`src/hdl/vma_pkg.sv`:
```
// shared types and constants for the vector moving average
`timescale 1ns / 1ps
`default_nettype none

package vma_pkg;

  localparam int LANES    = 8;
  localparam int SAMPLE_W = 32;
  localparam int CNT_W    = 7;

  localparam logic [CNT_W-1:0] WINDOW_RESET = 7'd50;

  // two quotient bits per divide step
  localparam int DIV_STEPS = SAMPLE_W / 2;
  localparam int STEP_W    = $clog2(DIV_STEPS);

  typedef logic [LANES-1:0][SAMPLE_W-1:0] sample_vec_t;

  typedef enum logic [2:0] {
    ST_IDLE,
    ST_FETCH,
    ST_ACCUM,
    ST_LOAD,
    ST_DIVIDE,
    ST_FINISH
  } vma_state_t;

  typedef struct packed {
    logic capture;
    logic fetch;
    logic accum;
    logic load;
    logic div_step;
    logic finish;
  } vma_cmd_t;

endpackage

`default_nettype wire

```
`src/hdl/vma_ctrl.sv`:
```
// controller state machine sequencing one beat through the datapath
`timescale 1ns / 1ps
`default_nettype none

module vma_ctrl (
  input  logic              clk,
  input  logic              rst_n,
  input  logic              in_valid,
  input  logic              out_ready,
  output logic              in_ready,
  output logic              out_valid,
  output vma_pkg::vma_cmd_t cmd
);
  import vma_pkg::*;

  vma_state_t        state_r;
  vma_state_t        state_nxt;
  logic [STEP_W-1:0] step_r;
  logic [STEP_W-1:0] step_nxt;
  logic              out_valid_r;
  logic              out_valid_nxt;
  logic              out_free;

  assign out_free  = !out_valid_r || out_ready;
  assign out_valid = out_valid_r;

  always_comb begin
    state_nxt = state_r;
    unique case (state_r)
      ST_IDLE: begin
        if (in_valid) state_nxt = ST_FETCH;
      end
      ST_FETCH:  state_nxt = ST_ACCUM;
      ST_ACCUM:  state_nxt = ST_LOAD;
      ST_LOAD:   state_nxt = ST_DIVIDE;
      ST_DIVIDE: begin
        if (step_r == STEP_W'(DIV_STEPS - 1)) state_nxt = ST_FINISH;
      end
      ST_FINISH: begin
        if (out_free) state_nxt = ST_IDLE;
      end
      default:   state_nxt = ST_IDLE;
    endcase
  end

  always_comb begin
    cmd      = '0;
    in_ready = 1'b0;
    unique case (state_r)
      ST_IDLE: begin
        in_ready    = 1'b1;
        cmd.capture = in_valid;
      end
      ST_FETCH:  cmd.fetch    = 1'b1;
      ST_ACCUM:  cmd.accum    = 1'b1;
      ST_LOAD:   cmd.load     = 1'b1;
      ST_DIVIDE: cmd.div_step = 1'b1;
      ST_FINISH: cmd.finish   = out_free;
      default:   cmd          = '0;
    endcase
  end

  always_comb begin
    step_nxt = (state_r == ST_DIVIDE) ? step_r + 1'b1 : '0;
    if (cmd.finish) begin
      out_valid_nxt = 1'b1;
    end else if (out_ready) begin
      out_valid_nxt = 1'b0;
    end else begin
      out_valid_nxt = out_valid_r;
    end
  end

  always_ff @(posedge clk) begin
    if (!rst_n) begin
      state_r     <= ST_IDLE;
      step_r      <= '0;
      out_valid_r <= 1'b0;
    end else begin
      state_r     <= state_nxt;
      step_r      <= step_nxt;
      out_valid_r <= out_valid_nxt;
    end
  end

endmodule

`default_nettype wire

```
`config.mk`:
```
export PLATFORM = sky130hd
export DESIGN_NAME = vma_ctrl
export DESIGN_NICKNAME = d
export VERILOG_FILES = /design/src/hdl/vma_pkg.sv /design/src/hdl/vma_ctrl.sv
export SDC_FILE = /design/constraint.sdc
export NUM_CORES = 1
export LEC_CHECK = 0
export ABC_AREA = 1
export ABC_CLOCK_PERIOD_IN_PS = 2400
export BUFFER_PORTS_ARGS = -buffer_cell sky130_fd_sc_hd__buf_2
export CAP_MARGIN = 5
export CORE_UTILIZATION = 29
export DETAILED_ROUTE_END_ITERATION = 10
export GPL_TIMING_DRIVEN = 0
export PLACE_DENSITY_LB_ADDON = 0.1
export RECOVER_POWER = 25
export SLEW_MARGIN = 20
export SYNTH_ARGS = -nofsm -noshare
export SYNTH_HDL_FRONTEND = slang
export SYNTH_SLANG_ARGS = --single-unit
```
`constraint.sdc`:
```
create_clock -name clk -period 2.4 [get_ports clk]
set_input_delay 0.36 -clock clk [delete_from_list [all_inputs] [get_ports clk]]
set_output_delay 0.36 -clock clk [all_outputs]
set_load 0.02 [all_outputs]
```
* After elaboration in Yosys (flattened, before gate mapping)
Cells that the tools add are included.
** Storage, ports and cells
- Output and inout port bits :: 8
- Register bits after elaboration :: 8
- Logic and storage cells :: 32
- Bits of input ports :: 4
** Operators by class
- Equality and inequality tests :: 9
- Muxes and demuxes :: 13
- Add/sub/neg operators :: 1
- Reductions and logical operators :: 6
** Operator list (number)
- case mux 3 bit (6 select lines) :: 1
- two-way mux 1 bit :: 9
- two-way mux 3 bit :: 3
- == test 3 x 2 -> 1 bit (second input constant) :: 2
- == test 3 bit (second input constant) :: 2
- != test 2 bit (second input constant) :: 3
- adder 4 x 1 -> 4 bit (second input constant) :: 1
- == test 4 bit (second input constant) :: 1
- == test 3 x 1 -> 1 bit (second input constant) :: 1
- zero test 3 bit :: 1
- AND reduction 3 bit :: 1
- AND reduction 2 bit :: 1
- nonzero test 2 bit :: 1
- zero test 1 bit :: 1
- logical OR 1 bit :: 1

* Depth between registers and ports, before layout
Gate-level depths: netlist (run 1).
- Depth after elaboration :: 4
- Depth in mapped cells :: 6
- Gate-level depth less buffers :: 6

* Worst setup path before layout (run 1)
Ideal clock, no wire load.
- Kind :: reg2out
- Start point :: reg state_r[1]
- End point :: out cmd[5] (netlist bit)
- Arrival time :: 1061 ps
- Data required time :: 2040 ps
- Buffers on the path :: 0
- Path slack :: 979 ps
- Stages on the path, launching flop included :: 4
- Path through :: dfxtp_1 -> nor2_2 -> inv_1 -> nor3_1
** RTL lines
- start: declaration :: RTL line vma_ctrl.sv:16 : vma_state_t state_r;
- start signal: assignment :: RTL line vma_ctrl.sv:80 : state_r <= state_nxt;
- end: declaration :: RTL line vma_ctrl.sv:12 : output vma_pkg::vma_cmd_t cmd

==> impl_metrics.json, run 1 <==
{
  "status": "finished, final reports clean",
  "layout-drive-gt1-share": 0.366,
  "yosys_most_used_dff": "dfxtp_1",
  "cts_tree": "yes",
  "async_flop_share": 0,
  "vias": 376,
  "gp_congestion": 0.573,
  "skew_ps": 2.38,
  "slowest_delay_ps": 350,
  "period_needed_ps": 1680,
  "hpwl_um": 563,
  "dieHeight_um": 40.4,
  "power_frac_seq": 0.318,
  "relSlewSlack": 0.765,
  "ys_seq_elements": 8,
  "grt_max_degree": 11,
  "cts_buffers": 3,
  "path_cells": "nor2_1, inv_1, nor3_1, buf_2",
  "crit_type": "reg -> out",
  "finalCritPeriodShare": 0.702,
  "cts_resized": 0,
  "multi_input_area_sq_um": 208,
  "die_area_sq_um": 1630,
  "core_sq_um": 1330,
  "crit_fanout": 5,
  "yosys-top-cells-count": "10 x nor2_1, 8 x dfxtp_1, 8 x inv_1, 5 x nand3_1, 4 x nor2_2",
  "drt-pass1-iter-count": 3,
  "power_w": 0.000610,
  "antenna_found_initial": 0,
  "worst_slew_pin_slew_ps": 351,
  "drt_drc_violations_left": 0,
  "wire_per_inst_um": 8.56,
  "n_antenna_cell": 0,
  "postRouteAntennaNets": 0,
  "critical-path-top-delay-family": "simple AND/OR/NAND/NOR gates",
  "yosys_warnings": 0,
  "grt_pass1_vias": 318,
  "clkTransAtPathRegs_ps": 50,
  "cp-start-kind": "register",
  "cp_slowest_cell": "dfxtp_1",
  "rows": 13,
  "synth_area_sq_um": 428,
  "clock_path_buffers": 2,
  "synth_cell_types": 21,
  "root_buffer": "clkbuf_4",
  "grt_pass1_wl_um": 1180,
  "rsz0062_at_grt": "false",
  "synth_most_common_cell": "nor2_1",
  "syn_avg_cell_area_sq_um": 7.51,
  "path_buf_inv": 2,
  "clock_power_share": 0.167,
  "fin_tns_setup_ps": 0,
  "hold_path_class": "in -> reg",
  "track_usage": 0.118,
  "cp.arrival_ps": 1320,
  "hold_viol": 0,
  "seq_area_sq_um": 160,
  "synthTopCellsByArea": "dfxtp_1 37%, nor2_1 8.8%, inv_1 7.0%",
  "synth_seq_area_share": 0.374,
  "switchingPower_w": 0.000282,
  "leakagePower_nw": 0.256,
  "start_util": 0.321,
  "endpoint_kind": "output pin",
  "cap_violations": 0,
  "p_per_area_nw_per_um2": 1180,
  "final_max_slew_viol_count": 0,
  "intPower_w": 0.000328,
  "syn_to_final_growth_pct": 20.8,
  "drt_wl_total_um": 736,
  "p_comb_frac": 0.516,
  "final_nets": 78,
  "switching_share": 0.462,
  "synth_top_area_cell": "dfxtp_1",
  "peakVddDrop_uv": 343,
  "die_w_um": 40.4,
  "synth_nets": 62,
  "overflow": 0,
  "htree_levels": 1,
  "synth_top_cell_area_share": 0.374,
  "crit_required_ps": 2040,
  "clkLatencyLatePin_ps": 250,
  "cts_setup_buffers": 0,
  "io_pins": 12,
  "drt-vias-per-instance": 4.37,
  "io_buffer_count": 11,
  "finalSetupViolCount": 0,
  "numClockSinks": 8,
  "drt_iter0_drc": 4,
  "synthCells": 57,
  "ctsHoldBuffers": 0,
  "clock.fmax_ghz": 0.594,
  "n_fill_cell": 151,
  "synth_edf_count": 0
}
[flip-flops by register name, summed over array words and instances, names as in the netlist]
name,count
out_valid,1
state_r,3
step_r,4
[power by group through the flow]
stage                     logic [W]  clock network [W]  registers, W
after floorplan            0.000248                  0      0.000197
after global placement     0.000323                  0      0.000202
after detailed placement   0.000323                  0      0.000201
after CTS                  0.000324           0.000108      0.000198
after global routing       0.000357           0.000117      0.000200
final                      0.000314           0.000102      0.000194
[cell type report]
| cell class | count | area share |
|---|---|---|
| multi-input combinational | 37 | 0.402 |
| sequential | 8 | 0.310 |
| timing repair buffer | 11 | 0.107 |
| inverter | 10 | 0.0726 |
| clock buffer | 3 | 0.0436 |
| tap | 15 | 0.0363 |
| buffer | 2 | 0.0291 |
[routing by layer]
layer  GRT usage  routed length, um  share of wire
met1       0.106                350           0.48
met2       0.202                346           0.47
met3      0.0333                 25          0.034
met4       0.125                 12          0.016
met5           0                  0              0
[placed cells by master (no fill, tap or decap), drive strengths merged]
master  instances
nor3            3
nor2           14
or2             1
dfxtp           8
nand4           1
buf            13
clkbuf          3
ha              1
inv            10
o21ai           1
xnor2           1
nand3           6
a31oi           1
a21oi           3
nand2           5
[stage by stage]
stage	cell area, sq um	instances	hold slack, ps	setup WS (ps)	utilization
2_1_floorplan	428	57	427	979	-
3_3_place_gp	502	83	444	1070	0.376
3_5_place_dp	502	83	445	1070	0.376
4_1_cts	524	86	370	808	0.393
5_1_grt	517	86	371	604	0.387
6_report	517	86	379	715	0.387
[cell families (layout without fill, tap and decap cells)]
group           count (synthesis)  after routing  share of synthesized area
simple gates                   30             30                      0.383
xor+xnor                        1              1                     0.0205
buf+inv                        12             26                      0.123
flops                           8              8                      0.374
fa+ha+maj                       1              1                     0.0292
compound gates                  5              5                     0.0702
[worst reg2reg max path, cell delays in order (launching register included)]
cell and delay [ps]:
dfxtp_1 350, nor2_1 320, nand3_2 140, a31oi_1 190, nor2_1 50
[final timing paths]
check	start	to	slack [ps]	cells past startpoint
setup / recovery	state_r[1]	cmd[5]	720	4
hold / removal	rst_n	state_r[2]	380	3
setup reg to reg	state_r[1]	state_r[0]	1240	4
hold reg to reg	step_r[0]	step_r[0]	460	1
(Power assumes the default switching activity.)
==> run 2, diff against run 1 <==
--- a/config.mk
+++ b/config.mk
@@ -5,8 +5,8 @@
 export SDC_FILE = /design/constraint.sdc
 export NUM_CORES = 1
 export LEC_CHECK = 0
-export ABC_AREA = 1
-export ABC_CLOCK_PERIOD_IN_PS = 2400
+export ABC_AREA = 0
+export ABC_CLOCK_PERIOD_IN_PS = 1500
 export BUFFER_PORTS_ARGS = -buffer_cell sky130_fd_sc_hd__buf_2
 export CAP_MARGIN = 5
 export CORE_UTILIZATION = 29
==> constraint.sdc (replaced) <==
create_clock -name clk -period 1.5 [get_ports clk]
set_input_delay 0.225 -clock clk [delete_from_list [all_inputs] [get_ports clk]]
set_output_delay 0.225 -clock clk [all_outputs]
set_load 0.02 [all_outputs]
==> run 2 against run 1 <==
First-iteration DRC count unchanged. Sequential share of layout area decreased by 1.2 points. Global-route usage decreased by 0.77 points. Hold slack got worse by 130 ps. Non-clock buffer count increased by 3. Synthesized area decreased by 5.6%. Via count decreased by 3.7%. Synthesized cell count decreased by 21%. Critical path depth increased by 1. Count of clock-buffer cells in the layout unchanged. Combinational power decreased by 56%.
==> impl_metrics.json, run 2 <==
{
  "status": "finished, final reports clean",
  "synth_most_common_cell": "dfxtp_1",
  "final_max_slew_viol_count": 0,
  "drt_wl_total_um": 745,
  "synth_top_area_cell": "dfxtp_1",
  "async_flop_share": 0,
  "clkLatencyLatePin_ps": 250,
  "stdcell_area_sq_um": 542,
  "wire_per_inst_um": 9.80,
  "hold_path_class": "in -> reg",
  "overflow": 0,
  "peakVddDrop_uv": 483,
  "period_needed_ps": 1430,
  "final_cell_mix": "9 x buf_2, 7 x nor2_1, 7 x dfxtp_1",
  "core_sq_um": 1300,
  "syn_to_final_growth_pct": 34.1,
  "cp_slowest_cell": "dfxtp_1",
  "io_pins": 12,
  "drt_drc_violations_left": 0,
  "synth_cell_types": 28,
  "cp.arrival_ps": 1210,
  "cts_tree": "yes",
  "worst_slew_pin_slew_ps": 247,
  "rsz0062_at_grt": "false",
  "track_usage": 0.111,
  "drt-pass1-iter-count": 4,
  "drt-vias-per-instance": 4.76,
  "rows": 13,
  "synthTopCellsByArea": "dfxtp_1 40%, nor2_1 6.5%, xnor2_1 4.3%",
  "synth_nets": 50,
  "final_common_cell": "buf_2",
  "postRouteAntennaNets": 0,
  "slowest_delay_ps": 300,
  "synth_area_sq_um": 404,
  "gp_congestion": 0.615,
  "final_nets": 68,
  "setup_ws_ps": 68.5,
  "dpl-instance-area_sq_um": 483,
  "crit_required_ps": 1270,
  "layout-drive-gt1-share": 0.410,
  "largest_register_ffs": 4,
  "crit_fanout": 3,
  "grt_max_degree": 11,
  "yosys_warnings": 0,
  "io_buffer_count": 11,
  "n_antenna_cell": 0,
  "multi_input_area_sq_um": 230,
  "leakagePower_nw": 0.238,
  "numClockSinks": 8,
  "clkTransAtPathRegs_ps": 50,
  "grt_pass1_wl_um": 1100,
  "htree_levels": 1,
  "drt_iter0_drc": 4,
  "crit_type": "reg -> out",
  "relSlewSlack": 0.836,
  "syn_avg_cell_area_sq_um": 8.98,
  "synth_top_cell_area_share": 0.396,
  "seq_area_sq_um": 161,
  "yosys-top-cells-count": "8 x dfxtp_1, 7 x nor2_1",
  "finalSetupViolCount": 0,
  "die_w_um": 39.3,
  "ctsHoldBuffers": 0,
  "place_ws_ps": 179,
  "cts_buffers": 3,
  "path_cells": "buf_6, and2b_2, nand2_1, nor2_1, buf_6",
  "endpoint_kind": "output pin",
  "grt_pass1_vias": 248,
  "n_fill_cell": 145,
  "cap_violations": 0,
  "clock.fmax_ghz": 0.699,
  "regMostFlops": "step_r",
  "critPathMostFrequentCell": "buf_6",
  "synth_seq_area_share": 0.396,
  "dieHeight_um": 39.3,
  "hold_viol": 0,
  "synth_edf_count": 0,
  "die_area_sq_um": 1550,
  "synthCells": 45,
  "p_per_area_nw_per_um2": 971,
  "clock_path_buffers": 2,
  "cp-start-kind": "register",
  "yosys_most_used_dff": "dfxtp_1",
  "hpwl_um": 533,
  "skew_ps": 1.17,
  "ys_seq_elements": 8,
  "antenna_found_initial": 0,
  "start_util": 0.311,
  "root_buffer": "clkbuf_4",
  "vias": 362,
  "finalCritPeriodShare": 0.954
}
-- run 2: changes by cell type after synthesis, moves of 2 or more --
cell      change
nand3_1       -3
nor3_2        -2
nand2b_1      +2
nand2_1       -2
nor3b_1       +2
nor2_2        -3
inv_1         -7
nor2_1        -3
inv_2         -2
-- run 2: power breakdown --
part / total [W] / switching [W] / internal (W)
clock: 0.000161 / 0.0000700 / 0.0000913
sequential: 0.000227 / 0.00000576 / 0.000221
combinational: 0.000138 / 0.0000687 / 0.0000690
-- run 2: critical path: cells and delay by family (launching register included) --
family / cells / cell delay [ps]
and+or+nand+nor: 3 / 410
DFF: 1 / 300
buffers and inverters: 2 / 250
-- run 2: cell type report --
class,count,share of cell area
Multi-Input combinational cell,33,0.425
Sequential cell,8,0.298
Buffer,2,0.0300
Tap cell,15,0.0346
Inverter,1,0.00693
Clock buffer,3,0.0416
Timing Repair Buffer,14,0.164
-- run 2: what timing repair did --
| action | in CTS | in global routing |
|---|---|---|
| resized for setup | 5 | 3 |
| buffers inserted | 3 | 0 |
| setup endpoints to repair | 1 | 2 |
| pin swaps | 2 | 3 |
-- run 2: per-layer routing --
metal,GRT usage,part of all wire
met5,0,0
met4,0.0517,0.015
met3,0.0511,0.059
met2,0.129,0.42
met1,0.163,0.50
-- run 2: cells by family (layout without fill, tap and decap cells) --
kind of cell / Yosys count / in the layout / share of synthesized area
DFF: 8 / 8 / 0.396
adders and majority gates: 1 / 1 / 0.0310
and+or+nand+nor: 25 / 25 / 0.372
xor gates and xnor gates: 3 / 3 / 0.0650
buffers and inverters: 4 / 20 / 0.0681
AOI/OAI and AO/OA: 4 / 4 / 0.0681
-- run 2: final timing paths --
check,to,slack [ps],cells after the start,from
max,cmd[0],70,5,state_r[1]
min,state_r[2],250,2,rst_n
max reg2reg,state_r[0],180,5,state_r[1]
min reg2reg,step_r[0],450,1,step_r[0]
-- run 2: stage by stage --
stage	hold WS (ps)	setup TNS, ps	instances	util	power [W]
final	251	0	76	0.416	0.000526
after global placement	435	0	71	0.371	0.000344
after detailed placement	441	0	71	0.371	0.000344
after floorplan	343	0	45	-	0.000312
after global routing	253	0	76	0.416	0.000560
after CTS	243	-0.401	77	0.414	0.000523
==> run 3, diff against run 2 <==
--- a/config.mk
+++ b/config.mk
@@ -14,6 +14,7 @@
 export GPL_TIMING_DRIVEN = 0
 export PLACE_DENSITY_LB_ADDON = 0.1
 export RECOVER_POWER = 25
+export SETUP_SLACK_MARGIN = 0.4
 export SLEW_MARGIN = 20
 export SYNTH_ARGS = -nofsm -noshare
 export SYNTH_HDL_FRONTEND = slang
==> run 3 against run 2 <==
Clock power is 7% higher. Via count grew 6.4%. Hold slack worse by 5.4 ps. Wire length up 18%. Fmax is 3.9% lower. Combinational power is 32% higher. Die area stayed put. Critical path type unchanged. Largest cell class unchanged.
==> impl_metrics.json, run 3 (synthesized netlist as in run 2, its figures left out) <==
{
  "drt-vias-per-instance": 4.81,
  "post-route-util": 0.493,
  "vias": 385,
  "syn_to_final_growth_pct": 58.8,
  "fin_tns_setup_ps": 0,
  "rsz0062_at_grt": "true",
  "final_cell_mix": "10 x buf_6, 7 x nor2_1, 6 x buf_4, 4 x dfxtp_2",
  "worst_slew_pin_slew_ps": 244,
  "clock.fmax_ghz": 0.671,
  "hold_path_end": "state_r[2]",
  "crit_type": "reg -> out",
  "peakVddDrop_uv": 507,
  "cp.arrival_ps": 1260,
  "cts_buffers": 3,
  "dieHeight_um": 39.3,
  "p_per_area_nw_per_um2": 907,
  "core_sq_um": 1300,
  "period_needed_ps": 1490,
  "wire_per_inst_um": 11.0,
  "n_antenna_cell": 0,
  "layout-drive-gt1-share": 0.554,
  "drt-pass1-iter-count": 1,
  "hpwl_um": 536,
  "die_area_sq_um": 1550,
  "start_util": 0.311,
  "r2r-end": "state_r[0]",
  "finalCritPeriodShare": 0.993,
  "relSlewSlack": 0.838,
  "skew_ps": 5.10,
  "cp-start-kind": "register",
  "drt_wl_total_um": 880,
  "largest_register_ffs": 4,
  "finalSetupViolCount": 0,
  "final_common_cell": "buf_6",
  "hold_depth": 2,
  "seq_area_sq_um": 169,
  "clkLatencyLatePin_ps": 260,
  "io_pins": 12,
  "numClockSinks": 8,
  "io_buffer_count": 11,
  "clock_path_buffers": 2,
  "antenna_found_initial": 0,
  "drt_iter0_drc": 0,
  "n_fill_cell": 131,
  "drt_drc_violations_left": 0,
  "final_nets": 72,
  "endpoint_kind": "output pin",
  "crit_required_ps": 1270,
  "gp_congestion": 0.615,
  "htree_levels": 1,
  "rrSetupSlack_ps": 60,
  "hold_path_class": "in -> reg",
  "track_usage": 0.152,
  "final_max_slew_viol_count": 0,
  "rows": 13,
  "grt_pass1_vias": 346,
  "cap_violations": 0,
  "clkTransAtPathRegs_ps": 60,
  "hold_viol": 0,
  "power_w": 0.000582,
  "postRouteAntennaNets": 0,
  "grt_pass1_wl_um": 1450,
  "multi_input_area_sq_um": 251,
  "crit_fanout": 2,
  "grt_max_degree": 9,
  "status": "finished, final reports clean",
  "leakagePower_nw": 0.272,
  "overflow": 0,
  "reg2reg_depth": 6,
  "hold_start": "rst_n",
  "regMostFlops": "step_r",
  "die_w_um": 39.3,
  "root_buffer": "clkbuf_4",
  "rr_startpoint": "state_r[1]",
  "cts_tree": "yes"
}
==> run 3: cell count changes in the layout (fill, tap and decap cells not counted), sizes merged <==
cell  before  now
buf       15   19
==> run 3: metrics by stage <==
step	instance area (sq um)	hold WS (ps)	cells	setup slack [ps]
floorplan	435	343	45	297
global placement	509	434	71	105
detailed placement	509	435	71	119
CTS	638	242	80	-4.19
global route	642	248	80	-38.5
finish	642	246	80	10.8
==> run 3: timing repair <==
| item | 4_1_cts | 5_1_grt |
|---|---|---|
| buffers inserted | 6 | 0 |
| pin swaps | 8 | 4 |
| endpoints found under the setup margin | 12 | 12 |
| resized for setup | 22 | 2 |
| hold buffers | 0 | 0 |
==> run 3: power breakdown <==
part / total, W / internal [W] / switching (W)
Clock: 0.000172 / 0.0000920 / 0.0000797
Sequential: 0.000228 / 0.000221 / 0.00000680
Combinational: 0.000182 / 0.000105 / 0.0000776
==> run 3: routing by layer <==
metal,part of all wire,vias up,track usage
met5,0,-,0
met4,0.027,0,0.129
met3,0.031,3,0.0511
met2,0.47,8,0.217
met1,0.47,178,0.180
li1,-,196,-
==> run 3: worst max-delay path by stage <==
stage | to | slack, ps | startpoint | depth (start not counted)
detailed placement | cmd[0] | 120 | state_r[2] | 5
global route | cmd[0] | -40 | state_r[1] | 6
finish | cmd[0] | 10 | state_r[1] | 6
floorplan | cmd[5] | 300 | state_r[1] | 3
global placement | cmd[0] | 100 | state_r[2] | 5
CTS | cmd[0] | -4 | state_r[1] | 6
==> run 3: cell type report <==
class | count | area share
Buffer | 3 | 0.0468
Clock buffer | 3 | 0.0351
Inverter | 1 | 0.00585
Multi-Input combinational cell | 33 | 0.392
Sequential cell | 8 | 0.263
Tap cell | 15 | 0.0292
Timing Repair Buffer | 17 | 0.228
==> run 3: critical path: stages, from the launching register on <==
cell,delay [ps]
dfxtp_2,310
buf_6,100
and2b_2,220
nand2_2,60
nor2_1,90
buf_4,110
buf_6,100
